--- src/hw/rtl/qtt_pkg.sv ---
package qtt_pkg;

   localparam int SLOTS_DEF     = 16;
   localparam int TIME_BITS_DEF = 16;

   localparam int TAG_W     = 4;
   localparam int KIND_W    = 2;
   localparam int CNT_W     = 3;
   localparam int CFG_W     = 16;
   localparam int CSR_IDX_W = 2;
   localparam int OP_W      = 2;
   localparam int NOW_W     = 16;

   localparam logic [CNT_W-1:0] CNT_MAX = 3'd7;

   // operation codes
   localparam logic [OP_W-1:0] OP_OPEN  = 2'd0;
   localparam logic [OP_W-1:0] OP_REPLY = 2'd1;
   localparam logic [OP_W-1:0] OP_SWEEP = 2'd2;
   localparam logic [OP_W-1:0] OP_NONE  = 2'd3;

   // register indexes
   localparam logic [CSR_IDX_W-1:0] CSR_TIMEOUT = 2'd0;
   localparam logic [CSR_IDX_W-1:0] CSR_QUORUM  = 2'd1;
   localparam logic [CSR_IDX_W-1:0] CSR_LIMIT   = 2'd2;

   localparam logic [CFG_W-1:0] TIMEOUT_RST = 16'd20;
   localparam logic [CNT_W-1:0] QUORUM_RST  = 3'd2;
   localparam logic [CNT_W-1:0] LIMIT_RST   = 3'd3;

   typedef struct packed {
      logic [OP_W-1:0]   operation;
      logic [TAG_W-1:0]  trans_tag;
      logic [KIND_W-1:0] request_kind;
      logic              reply_ok;
      logic              reply_has_value;
      logic [NOW_W-1:0]  now;
   } req_word_type;

   typedef struct packed {
      logic [TAG_W-1:0]  done_tag;
      logic [KIND_W-1:0] done_kind;
      logic              succeeded;
      logic              last;
   } rsp_word_type;

   typedef struct packed {
      logic [KIND_W-1:0] kind;
      logic [CNT_W-1:0]  replies;
      logic [CNT_W-1:0]  successes;
   } slot_meta_type;

   typedef enum logic [2:0] {
      ST_IDLE,
      ST_OPEN,
      ST_REPLY,
      ST_SWEEP,
      ST_FLUSH
   } state_type;

   typedef struct packed {
      logic accept;      // capture request word, read its slot
      logic open_wr;     // write a fresh slot
      logic reply_upd;   // write back counters, emit verdict if any
      logic sweep_step;  // check one slot, advance index
      logic flush;       // emit held verdict as last
   } ctrl_cmd_type;

   typedef struct packed {
      logic [OP_W-1:0] req_op;
      logic            out_free;
      logic            slot_fin;
      logic            idx_last;
      logic            held_valid;
   } dp_status_type;

endpackage

--- src/hw/rtl/qtt_control.sv ---
module qtt_control (
   input  logic                   clock,
   input  logic                   reset,
   input  logic                   req_valid,
   output logic                   req_stall,
   input  qtt_pkg::dp_status_type sts,
   output qtt_pkg::ctrl_cmd_type  cmd
);

   qtt_pkg::state_type state_ff;
   qtt_pkg::state_type state_in;

   always_ff @(posedge clock) begin
      if (reset) begin
         state_ff <= qtt_pkg::ST_IDLE;
      end else begin
         state_ff <= state_in;
      end
   end

   always_comb begin
      state_in  = state_ff;
      cmd       = '0;
      req_stall = 1'b1;
      case (state_ff)
         qtt_pkg::ST_IDLE: begin
            req_stall = 1'b0;
            if (req_valid) begin
               cmd.accept = 1'b1;
               case (sts.req_op)
                  qtt_pkg::OP_OPEN:  state_in = qtt_pkg::ST_OPEN;
                  qtt_pkg::OP_REPLY: state_in = qtt_pkg::ST_REPLY;
                  qtt_pkg::OP_SWEEP: state_in = qtt_pkg::ST_SWEEP;
                  default:           state_in = qtt_pkg::ST_IDLE;
               endcase
            end
         end
         qtt_pkg::ST_OPEN: begin
            cmd.open_wr = 1'b1;
            state_in    = qtt_pkg::ST_IDLE;
         end
         qtt_pkg::ST_REPLY: begin
            if (!sts.slot_fin || sts.out_free) begin
               cmd.reply_upd = 1'b1;
               state_in      = qtt_pkg::ST_IDLE;
            end
         end
         qtt_pkg::ST_SWEEP: begin
            // a new verdict pushes the held one out, so it needs the output free
            if (!(sts.slot_fin && sts.held_valid) || sts.out_free) begin
               cmd.sweep_step = 1'b1;
               if (sts.idx_last) begin
                  state_in = qtt_pkg::ST_FLUSH;
               end
            end
         end
         qtt_pkg::ST_FLUSH: begin
            if (!sts.held_valid || sts.out_free) begin
               cmd.flush = 1'b1;
               state_in  = qtt_pkg::ST_IDLE;
            end
         end
         default: begin
            state_in = qtt_pkg::ST_IDLE;
         end
      endcase
   end

endmodule

--- src/hw/rtl/qtt_datapath.sv ---
module qtt_datapath #(
   parameter int SLOTS     = qtt_pkg::SLOTS_DEF,
   parameter int TIME_BITS = qtt_pkg::TIME_BITS_DEF
) (
   input  logic                           clock,
   input  logic                           reset,
   input  qtt_pkg::req_word_type          req_word,
   input  logic                           csr_we,
   input  logic [qtt_pkg::CSR_IDX_W-1:0]  csr_index,
   input  logic [qtt_pkg::CFG_W-1:0]      csr_wdata,
   input  qtt_pkg::ctrl_cmd_type          cmd,
   output qtt_pkg::dp_status_type         sts,
   output logic                           rsp_valid,
   input  logic                           rsp_stall,
   output qtt_pkg::rsp_word_type          rsp_word
);

   localparam int IDX_W = $clog2(SLOTS);
   localparam int CMP_W = (TIME_BITS > qtt_pkg::CFG_W) ? TIME_BITS : qtt_pkg::CFG_W;
   localparam logic [IDX_W-1:0] IDX_LAST = IDX_W'(SLOTS - 1);

   // configuration
   logic [qtt_pkg::CFG_W-1:0] timeout_ff;
   logic [qtt_pkg::CNT_W-1:0] quorum_ff;
   logic [qtt_pkg::CNT_W-1:0] limit_ff;

   // captured item
   logic [qtt_pkg::OP_W-1:0]   op_ff;
   logic                       tag_ok_ff;
   logic [qtt_pkg::KIND_W-1:0] kind_ff;
   logic                       succ_flag_ff;
   logic [TIME_BITS-1:0]       now_ff;

   logic [IDX_W-1:0] idx_ff;
   logic [IDX_W-1:0] idx_in;
   logic [SLOTS-1:0] live_ff;

   // slot table
   qtt_pkg::slot_meta_type slot_meta  [SLOTS];
   logic [TIME_BITS-1:0]   slot_start [SLOTS];
   qtt_pkg::slot_meta_type rd_meta_ff;
   logic [TIME_BITS-1:0]   rd_start_ff;
   qtt_pkg::slot_meta_type wr_meta;
   logic                   meta_we;
   logic                   rd_en;

   // verdict held back during a sweep until we know whether it is the last one
   logic                       held_valid_ff;
   logic [qtt_pkg::TAG_W-1:0]  held_tag_ff;
   logic [qtt_pkg::KIND_W-1:0] held_kind_ff;
   logic                       held_succ_ff;

   logic                  rsp_valid_ff;
   logic                  rsp_valid_in;
   qtt_pkg::rsp_word_type rsp_word_ff;
   qtt_pkg::rsp_word_type push_word;
   logic                  push;

   logic                       is_reply;
   logic                       check_live;
   logic [qtt_pkg::CNT_W-1:0]  rep_inc;
   logic [qtt_pkg::CNT_W-1:0]  succ_inc;
   logic [qtt_pkg::CNT_W-1:0]  rep_v;
   logic [qtt_pkg::CNT_W-1:0]  succ_v;
   logic [TIME_BITS-1:0]       elapsed;
   logic                       win;
   logic                       fail;
   logic                       slot_fin;
   logic                       out_free;

   always_ff @(posedge clock) begin
      if (reset) begin
         timeout_ff <= qtt_pkg::TIMEOUT_RST;
         quorum_ff  <= qtt_pkg::QUORUM_RST;
         limit_ff   <= qtt_pkg::LIMIT_RST;
      end else if (csr_we) begin
         case (csr_index)
            qtt_pkg::CSR_TIMEOUT: timeout_ff <= csr_wdata;
            qtt_pkg::CSR_QUORUM:  quorum_ff  <= csr_wdata[qtt_pkg::CNT_W-1:0];
            qtt_pkg::CSR_LIMIT:   limit_ff   <= csr_wdata[qtt_pkg::CNT_W-1:0];
            default: ;
         endcase
      end
   end

   always_ff @(posedge clock) begin
      if (cmd.accept) begin
         op_ff        <= req_word.operation;
         tag_ok_ff    <= (32'(req_word.trans_tag) < 32'(SLOTS));
         kind_ff      <= req_word.request_kind;
         succ_flag_ff <= req_word.reply_ok | req_word.reply_has_value;
         now_ff       <= TIME_BITS'(req_word.now);
      end
   end

   always_comb begin
      idx_in = idx_ff;
      if (cmd.accept) begin
         idx_in = (req_word.operation == qtt_pkg::OP_SWEEP) ? '0
                                                            : IDX_W'(req_word.trans_tag);
      end else if (cmd.sweep_step) begin
         idx_in = (idx_ff == IDX_LAST) ? '0 : idx_ff + 1'b1;
      end
   end

   always_ff @(posedge clock) begin
      idx_ff <= idx_in;
   end

   // slot check; a reply checks its freshly counted values
   assign is_reply   = (op_ff == qtt_pkg::OP_REPLY);
   assign check_live = live_ff[idx_ff] & (tag_ok_ff | ~is_reply);
   assign rep_inc    = (rd_meta_ff.replies == qtt_pkg::CNT_MAX) ? rd_meta_ff.replies
                                                                : rd_meta_ff.replies + 1'b1;
   assign succ_inc   = (succ_flag_ff && rd_meta_ff.successes != qtt_pkg::CNT_MAX)
                       ? rd_meta_ff.successes + 1'b1 : rd_meta_ff.successes;
   assign rep_v      = is_reply ? rep_inc  : rd_meta_ff.replies;
   assign succ_v     = is_reply ? succ_inc : rd_meta_ff.successes;
   assign elapsed    = now_ff - rd_start_ff;
   assign win        = (succ_v >= quorum_ff);
   assign fail       = (rep_v >= limit_ff) || (CMP_W'(elapsed) > CMP_W'(timeout_ff));
   assign slot_fin   = check_live & (win | fail);

   always_comb begin
      wr_meta = rd_meta_ff;
      meta_we = 1'b0;
      if (cmd.open_wr) begin
         wr_meta.kind      = kind_ff;
         wr_meta.replies   = '0;
         wr_meta.successes = '0;
         meta_we           = tag_ok_ff;
      end else if (cmd.reply_upd) begin
         wr_meta.replies   = rep_inc;
         wr_meta.successes = succ_inc;
         meta_we           = check_live;
      end
   end

   assign rd_en = cmd.accept | cmd.sweep_step;

   always_ff @(posedge clock) begin
      if (meta_we) begin
         slot_meta[idx_ff] <= wr_meta;
      end
      if (cmd.open_wr && tag_ok_ff) begin
         slot_start[idx_ff] <= now_ff;
      end
      if (rd_en) begin
         rd_meta_ff  <= slot_meta[idx_in];
         rd_start_ff <= slot_start[idx_in];
      end
   end

   always_ff @(posedge clock) begin
      if (reset) begin
         live_ff <= '0;
      end else begin
         if (cmd.open_wr && tag_ok_ff) begin
            live_ff[idx_ff] <= 1'b1;
         end
         if ((cmd.reply_upd || cmd.sweep_step) && slot_fin) begin
            live_ff[idx_ff] <= 1'b0;
         end
      end
   end

   always_ff @(posedge clock) begin
      if (reset) begin
         held_valid_ff <= 1'b0;
      end else if (cmd.sweep_step && slot_fin) begin
         held_valid_ff <= 1'b1;
      end else if (cmd.flush) begin
         held_valid_ff <= 1'b0;
      end
   end

   always_ff @(posedge clock) begin
      if (cmd.sweep_step && slot_fin) begin
         held_tag_ff  <= qtt_pkg::TAG_W'(idx_ff);
         held_kind_ff <= rd_meta_ff.kind;
         held_succ_ff <= win;
      end
   end

   always_comb begin
      push      = 1'b0;
      push_word = '0;
      if (cmd.reply_upd && slot_fin) begin
         push                = 1'b1;
         push_word.done_tag  = qtt_pkg::TAG_W'(idx_ff);
         push_word.done_kind = rd_meta_ff.kind;
         push_word.succeeded = win;
         push_word.last      = 1'b1;
      end else if ((cmd.sweep_step && slot_fin && held_valid_ff) ||
                   (cmd.flush && held_valid_ff)) begin
         push                = 1'b1;
         push_word.done_tag  = held_tag_ff;
         push_word.done_kind = held_kind_ff;
         push_word.succeeded = held_succ_ff;
         push_word.last      = cmd.flush;
      end
   end

   assign rsp_valid_in = push | (rsp_valid_ff & rsp_stall);
   assign out_free     = ~rsp_valid_ff | ~rsp_stall;

   always_ff @(posedge clock) begin
      if (reset) begin
         rsp_valid_ff <= 1'b0;
      end else begin
         rsp_valid_ff <= rsp_valid_in;
      end
   end

   always_ff @(posedge clock) begin
      if (push) begin
         rsp_word_ff <= push_word;
      end
   end

   assign rsp_valid = rsp_valid_ff;
   assign rsp_word  = rsp_word_ff;

   assign sts.req_op     = req_word.operation;
   assign sts.out_free   = out_free;
   assign sts.slot_fin   = slot_fin;
   assign sts.idx_last   = (idx_ff == IDX_LAST);
   assign sts.held_valid = held_valid_ff;

endmodule

--- src/hw/rtl/quorum_transaction_tracker_top.sv ---
// Channel   Direction  Ports                          Moves
// request   in         req_valid req_stall req_word   one open, reply or sweep word
// response  out        rsp_valid rsp_stall rsp_word   one verdict word
// config    in         csr_we csr_index csr_wdata     one register write
//
// Open and reply: an accept step, then one slot read-modify-write on the
// single-port slot table. A sweep checks one slot per cycle. Output stalls
// hold the engine, sweep included, only when a verdict must be pushed into a
// full output register. Reset is synchronous; it clears live marks and config.
module quorum_transaction_tracker_top #(
   parameter int SLOTS     = qtt_pkg::SLOTS_DEF,
   parameter int TIME_BITS = qtt_pkg::TIME_BITS_DEF
) (
   input  logic                          clock,
   input  logic                          reset,
   input  logic                          req_valid,
   output logic                          req_stall,
   input  qtt_pkg::req_word_type         req_word,
   output logic                          rsp_valid,
   input  logic                          rsp_stall,
   output qtt_pkg::rsp_word_type         rsp_word,
   input  logic                          csr_we,
   input  logic [qtt_pkg::CSR_IDX_W-1:0] csr_index,
   input  logic [qtt_pkg::CFG_W-1:0]     csr_wdata
);

   qtt_pkg::ctrl_cmd_type  cmd;
   qtt_pkg::dp_status_type sts;

   qtt_control u_control (
      .clock     (clock),
      .reset     (reset),
      .req_valid (req_valid),
      .req_stall (req_stall),
      .sts       (sts),
      .cmd       (cmd)
   );

   qtt_datapath #(
      .SLOTS     (SLOTS),
      .TIME_BITS (TIME_BITS)
   ) u_datapath (
      .clock     (clock),
      .reset     (reset),
      .req_word  (req_word),
      .csr_we    (csr_we),
      .csr_index (csr_index),
      .csr_wdata (csr_wdata),
      .cmd       (cmd),
      .sts       (sts),
      .rsp_valid (rsp_valid),
      .rsp_stall (rsp_stall),
      .rsp_word  (rsp_word)
   );

`ifndef ASSERT_OFF
   a_cmd_onehot: assert property (@(posedge clock) disable iff (reset)
      $onehot0({cmd.accept, cmd.open_wr, cmd.reply_upd, cmd.sweep_step, cmd.flush}))
      else $error("more than one datapath command at once");

   a_busy_after_accept: assert property (@(posedge clock) disable iff (reset)
      (req_valid && !req_stall && req_word.operation != qtt_pkg::OP_NONE) |=> req_stall)
      else $error("request taken while previous word still in work");

   a_held_not_lost: assert property (@(posedge clock) disable iff (reset)
      (cmd.sweep_step && sts.slot_fin && sts.held_valid) |-> sts.out_free)
      else $error("held verdict overwritten while output register is full");

   a_flush_empties: assert property (@(posedge clock) disable iff (reset)
      cmd.flush |=> !sts.held_valid)
      else $error("held verdict left over after sweep");
`endif

endmodule

--- config.mk ---
export PLATFORM = sky130hd
export DESIGN_NAME = quorum_transaction_tracker_top
export DESIGN_NICKNAME = d
export VERILOG_FILES = /design/src/hw/rtl/qtt_pkg.sv /design/src/hw/rtl/qtt_control.sv /design/src/hw/rtl/qtt_datapath.sv /design/src/hw/rtl/quorum_transaction_tracker_top.sv
export SDC_FILE = /design/constraint.sdc
export NUM_CORES = 1
export LEC_CHECK = 0
export ABC_AREA = 1
export BUFFER_PORTS_ARGS = -buffer_cell sky130_fd_sc_hd__buf_2
export CORE_MARGIN = 4
export CORE_UTILIZATION = 35
export DETAILED_ROUTE_END_ITERATION = 8
export GPL_TIMING_DRIVEN = 0
export HOLD_SLACK_MARGIN = 0.1
export PLACE_DENSITY = 0.48
export SYNTH_ARGS = -nofsm -noshare
export SYNTH_HDL_FRONTEND = slang
export SYNTH_SLANG_ARGS = --single-unit
--- constraint.sdc ---
create_clock -name clock -period 11.72 [get_ports clock]
set_input_delay 0.586 -clock clock [delete_from_list [all_inputs] [get_ports clock]]
set_output_delay 0.586 -clock clock [all_outputs]
set_load 0.02 [all_outputs]
==> impl_metrics.csv <==
group,metric,value,unit
critical_path,cp_max_fo,17,
cts,cts_tree,"done",
cts,cts_buffer_depth,3,
global_route,antenna_found_initial,0,
final_layout,num_antenna_cells,0,
sta,fmax,155.4,MHz
drt,viasPerCell,4.796,
sta,finalSetupTns,0,ns
synth,ys_seq_elements,491,
job,maxCapViolCount,0,
critical_path,rrSetupSlack,5.28,ns
drt,drc,0,
global_route,grt_pass1_vias,15480,
global_route,grt_pass1_wl,96620,µm
hold_path,min_from,"req_word[8]",
global_route,grt_max_degree,25,
critical_path,critPathLaunchType,"flip-flop",
final_layout,fill_cells,6305,
drt,wire_per_inst,19.54,µm
critical_path,slowest_stage,"edfxtp_1",
sta,finalClockSkew,0.02042,ns
synth,synth_area_per_cell,9.916,µm²
floorplanning,boundaryPins,59,
critical_path,r2r_start,"u_datapath.now_ff[0]$_DFFE_PP_",
sta,fin_hold_ws,0.1317,ns
global_route,gr-total-overflow,0,
final_layout,areaGrowthSynthToFinish,14.95,%
hold_path,hold_end,"u_datapath.now_ff[8]$_DFFE_PP_",
final_layout,final_cell_mix,"inv_1, nand3_1, edfxtp_1",
cts,postCtsResizedCells,0,
floorplanning,die_area,0.06917,mm²
sta,hold_viol,0,
final_layout,final_layout_size_suffix_gt1_frac,0.1048,
cts,clk_latency,0.63,ns
cts,clk_pin_slew,0.06,ns
floorplanning,start_util,0.3530,
critical_path,r2r_end,"u_datapath.rd_meta_ff[1]$_DFFE_PP_",
cts,root_buffer,"clkbuf_16",
power,power,0.006803,W
synth,netlist_area,0.02276,mm²
drt,drtIter0Drc,1285,
power,power_leakage,11.20,nW
power,ir_drop,127.4,µV
sta,post-route-period-util,0.5492,
floorplanning,die_h,263.0,µm
hold_path,hold_path_class,"in -> reg",
power,powerDensity,260.0,mW/mm²
synth,synthCells,2295,
place,routabilityCongestion,0.8850,
floorplanning,rows,93,
drt,via_count,15950,
synth,async_reset_ff_frac,0,
sta,slew_headroom,0.06171,
sta,rsz0062_at_grt,"false",
critical_path,worstPathRequired,12.08,ns
synth,syn_nets,2391,
final_layout,fin_nets,2526,
final_layout,layout_commonest_cell,"inv_1",
floorplanning,core_area,0.06446,mm²
drt,ant_nets,0,
critical_path,crit_top_cell,"nand2_1",
synth,synth_ff_type,"edfxtp_1",
synth,yosysSeqAreaShare,0.6272,
hold_path,min_path_cells,1,
drt,dr.pass1.iters,5,
critical_path,critical_path_arrival,6.80,ns
place,post-dp-hpwl,47370,µm
cts,cts.sinks,491,
global_route,grt.total_usage,0.1833,
sta,fin_crit,6.436,ns
cts,h-tree-depth,2,
cts,cts_buffers,54,
synth,yosysUniqueCellTypes,46,
synth,synth_edf_count,444,
sta,setup_viol,0,
critical_path,cpPeakStageDelay,0.77,ns
drt,wirelength,64980,µm
critical_path,rr_worst_depth,32,
synth,yosys_warnings,0,
floorplanning,chipWidth,263.0,µm
outcome,status,"finished, final reports clean",
place,portBuffers,58,
sta,maxSlewViolCount,0,
critical_path,crit_path_end_kind,"flip-flop",
sta,worstMarginPinSlew,1.398,ns
critical_path,critical_path_class,"reg -> reg",
==> synthesized netlist by cell type, types with 4 or more instances <==
| cell type | count | area, µm² |
|---|---|---|
| buf_1 | 7 | 26.28 |
| dfxtp_1 | 47 | 940.9 |
| inv_1 | 503 | 1888 |
| xnor2_1 | 6 | 52.55 |
| a211oi_1 | 4 | 30.03 |
| nand3_1 | 481 | 2407 |
| nor3_1 | 8 | 40.04 |
| a21oi_1 | 60 | 300.3 |
| o21ai_0 | 59 | 295.3 |
| o21ai_1 | 9 | 45.04 |
| xor2_1 | 12 | 105.1 |
| buf_2 | 37 | 185.2 |
| ha_1 | 46 | 575.6 |
| buf_6 | 15 | 168.9 |
| nor2_1 | 91 | 341.6 |
| buf_4 | 20 | 150.1 |
| nand2_1 | 376 | 1411 |
| clkbuf_1 | 23 | 86.33 |
| inv_2 | 5 | 18.77 |
| edfxtp_1 | 444 | 13330 |
| o211ai_1 | 5 | 37.54 |
==> area by class of cell <==
cell class / instances / area (µm²) / area share
multi-input combinational: 1194 / 6023 / 0.2302
clock inverter: 23 / 192.7 / 0.007365
inverter: 508 / 1907 / 0.07289
clock buffer: 74 / 1478 / 0.05648
timing repair buffer: 79 / 600.6 / 0.02296
tap: 855 / 1070 / 0.04089
buffer: 102 / 616.8 / 0.02358
sequential: 491 / 14270 / 0.5456
==> registers in the layout, summed over array words and instances, names as in the netlist, named ones only <==
signal	cells
u_control.state_ff	3
u_datapath.held_kind_ff	2
u_datapath.held_succ_ff	1
u_datapath.held_tag_ff	4
u_datapath.held_valid_ff	1
u_datapath.idx_ff	4
u_datapath.kind_ff	2
u_datapath.limit_ff	3
u_datapath.live_ff	14
u_datapath.now_ff	16
u_datapath.op_ff	2
u_datapath.quorum_ff	3
u_datapath.rd_meta_ff	8
u_datapath.rd_start_ff	16
u_datapath.rsp_valid	1
u_datapath.rsp_word	8
u_datapath.slot_meta	128
u_datapath.slot_start	256
u_datapath.succ_flag_ff	1
u_datapath.timeout_ff	16
==> metrics by stage <==
stage	cells	cell area [µm²]	util	worst slack, ns
2_1_floorplan	2295	22760	-	7.143
3_3_place_gp	3208	24120	0.3741	5.032
3_5_place_dp	3227	24460	0.3795	5.451
4_1_cts	3325	26140	0.4055	5.419
5_1_grt	3326	26160	0.4058	4.839
6_report	3326	26160	0.4058	5.284
==> timing repair <==
action / 4_1_cts / 5_1_grt
hold endpoints to repair: 1 / 0
buffers inserted: 0 / 0
hold buffers: 1 / 0
==> kinds of logic (layout without fill, tap and decap cells) <==
family | after synthesis | after routing | synth area share
AO/OA/AOI/OAI | 156 | 156 | 0.03799
buffers and inverters | 610 | 786 | 0.1109
adder cells (fa/ha/maj) | 47 | 47 | 0.02617
XOR/XNOR | 18 | 18 | 0.006927
AND/OR/NAND/NOR | 973 | 973 | 0.1908
flip-flops | 491 | 491 | 0.6272
==> where the power goes <==
| group | total [W] | switching, W | internal, W |
|---|---|---|---|
| Combinational | 0.00277 | 0.00193 | 0.000840 |
| Clock | 0.00163 | 0.000703 | 0.000925 |
| Sequential | 0.00240 | 0.000134 | 0.00227 |
| Total | 0.00680 | 0.00277 | 0.00403 |
==> metal layers <==
layer	track usage	wire [µm]
met1	0.2539	29210
met2	0.2944	29780
met3	0.03327	4106
met4	0.05756	1891
met5	0	0
==> critical path: cells and delay by family (launching register included) <==
kind | cells | cell delay, ns
DFF | 1 | 0.77
buffers and inverters | 4 | 0.90
xor gates and xnor gates | 1 | 0.15
and+or+nand+nor | 17 | 1.98
adders and majority gates | 3 | 0.95
AOI/OAI and AO/OA | 7 | 1.36
==> how the worst max path moves through the flow <==
stage                                       endpoint                            from
2_1_floorplan  u_datapath.slot_meta[10][0]$_DFFE_PP_  u_datapath.now_ff[0]$_DFFE_PP_
6_report          u_datapath.rd_meta_ff[1]$_DFFE_PP_  u_datapath.now_ff[0]$_DFFE_PP_
5_1_grt           u_datapath.rd_meta_ff[1]$_DFFE_PP_  u_datapath.now_ff[0]$_DFFE_PP_
3_3_place_gp    u_datapath.slot_meta[8][4]$_DFFE_PP_  u_datapath.now_ff[0]$_DFFE_PP_
4_1_cts           u_datapath.rd_meta_ff[1]$_DFFE_PP_  u_datapath.now_ff[0]$_DFFE_PP_
3_5_place_dp      u_datapath.rd_meta_ff[1]$_DFFE_PP_  u_datapath.now_ff[0]$_DFFE_PP_
(Power assumes the default switching activity.)
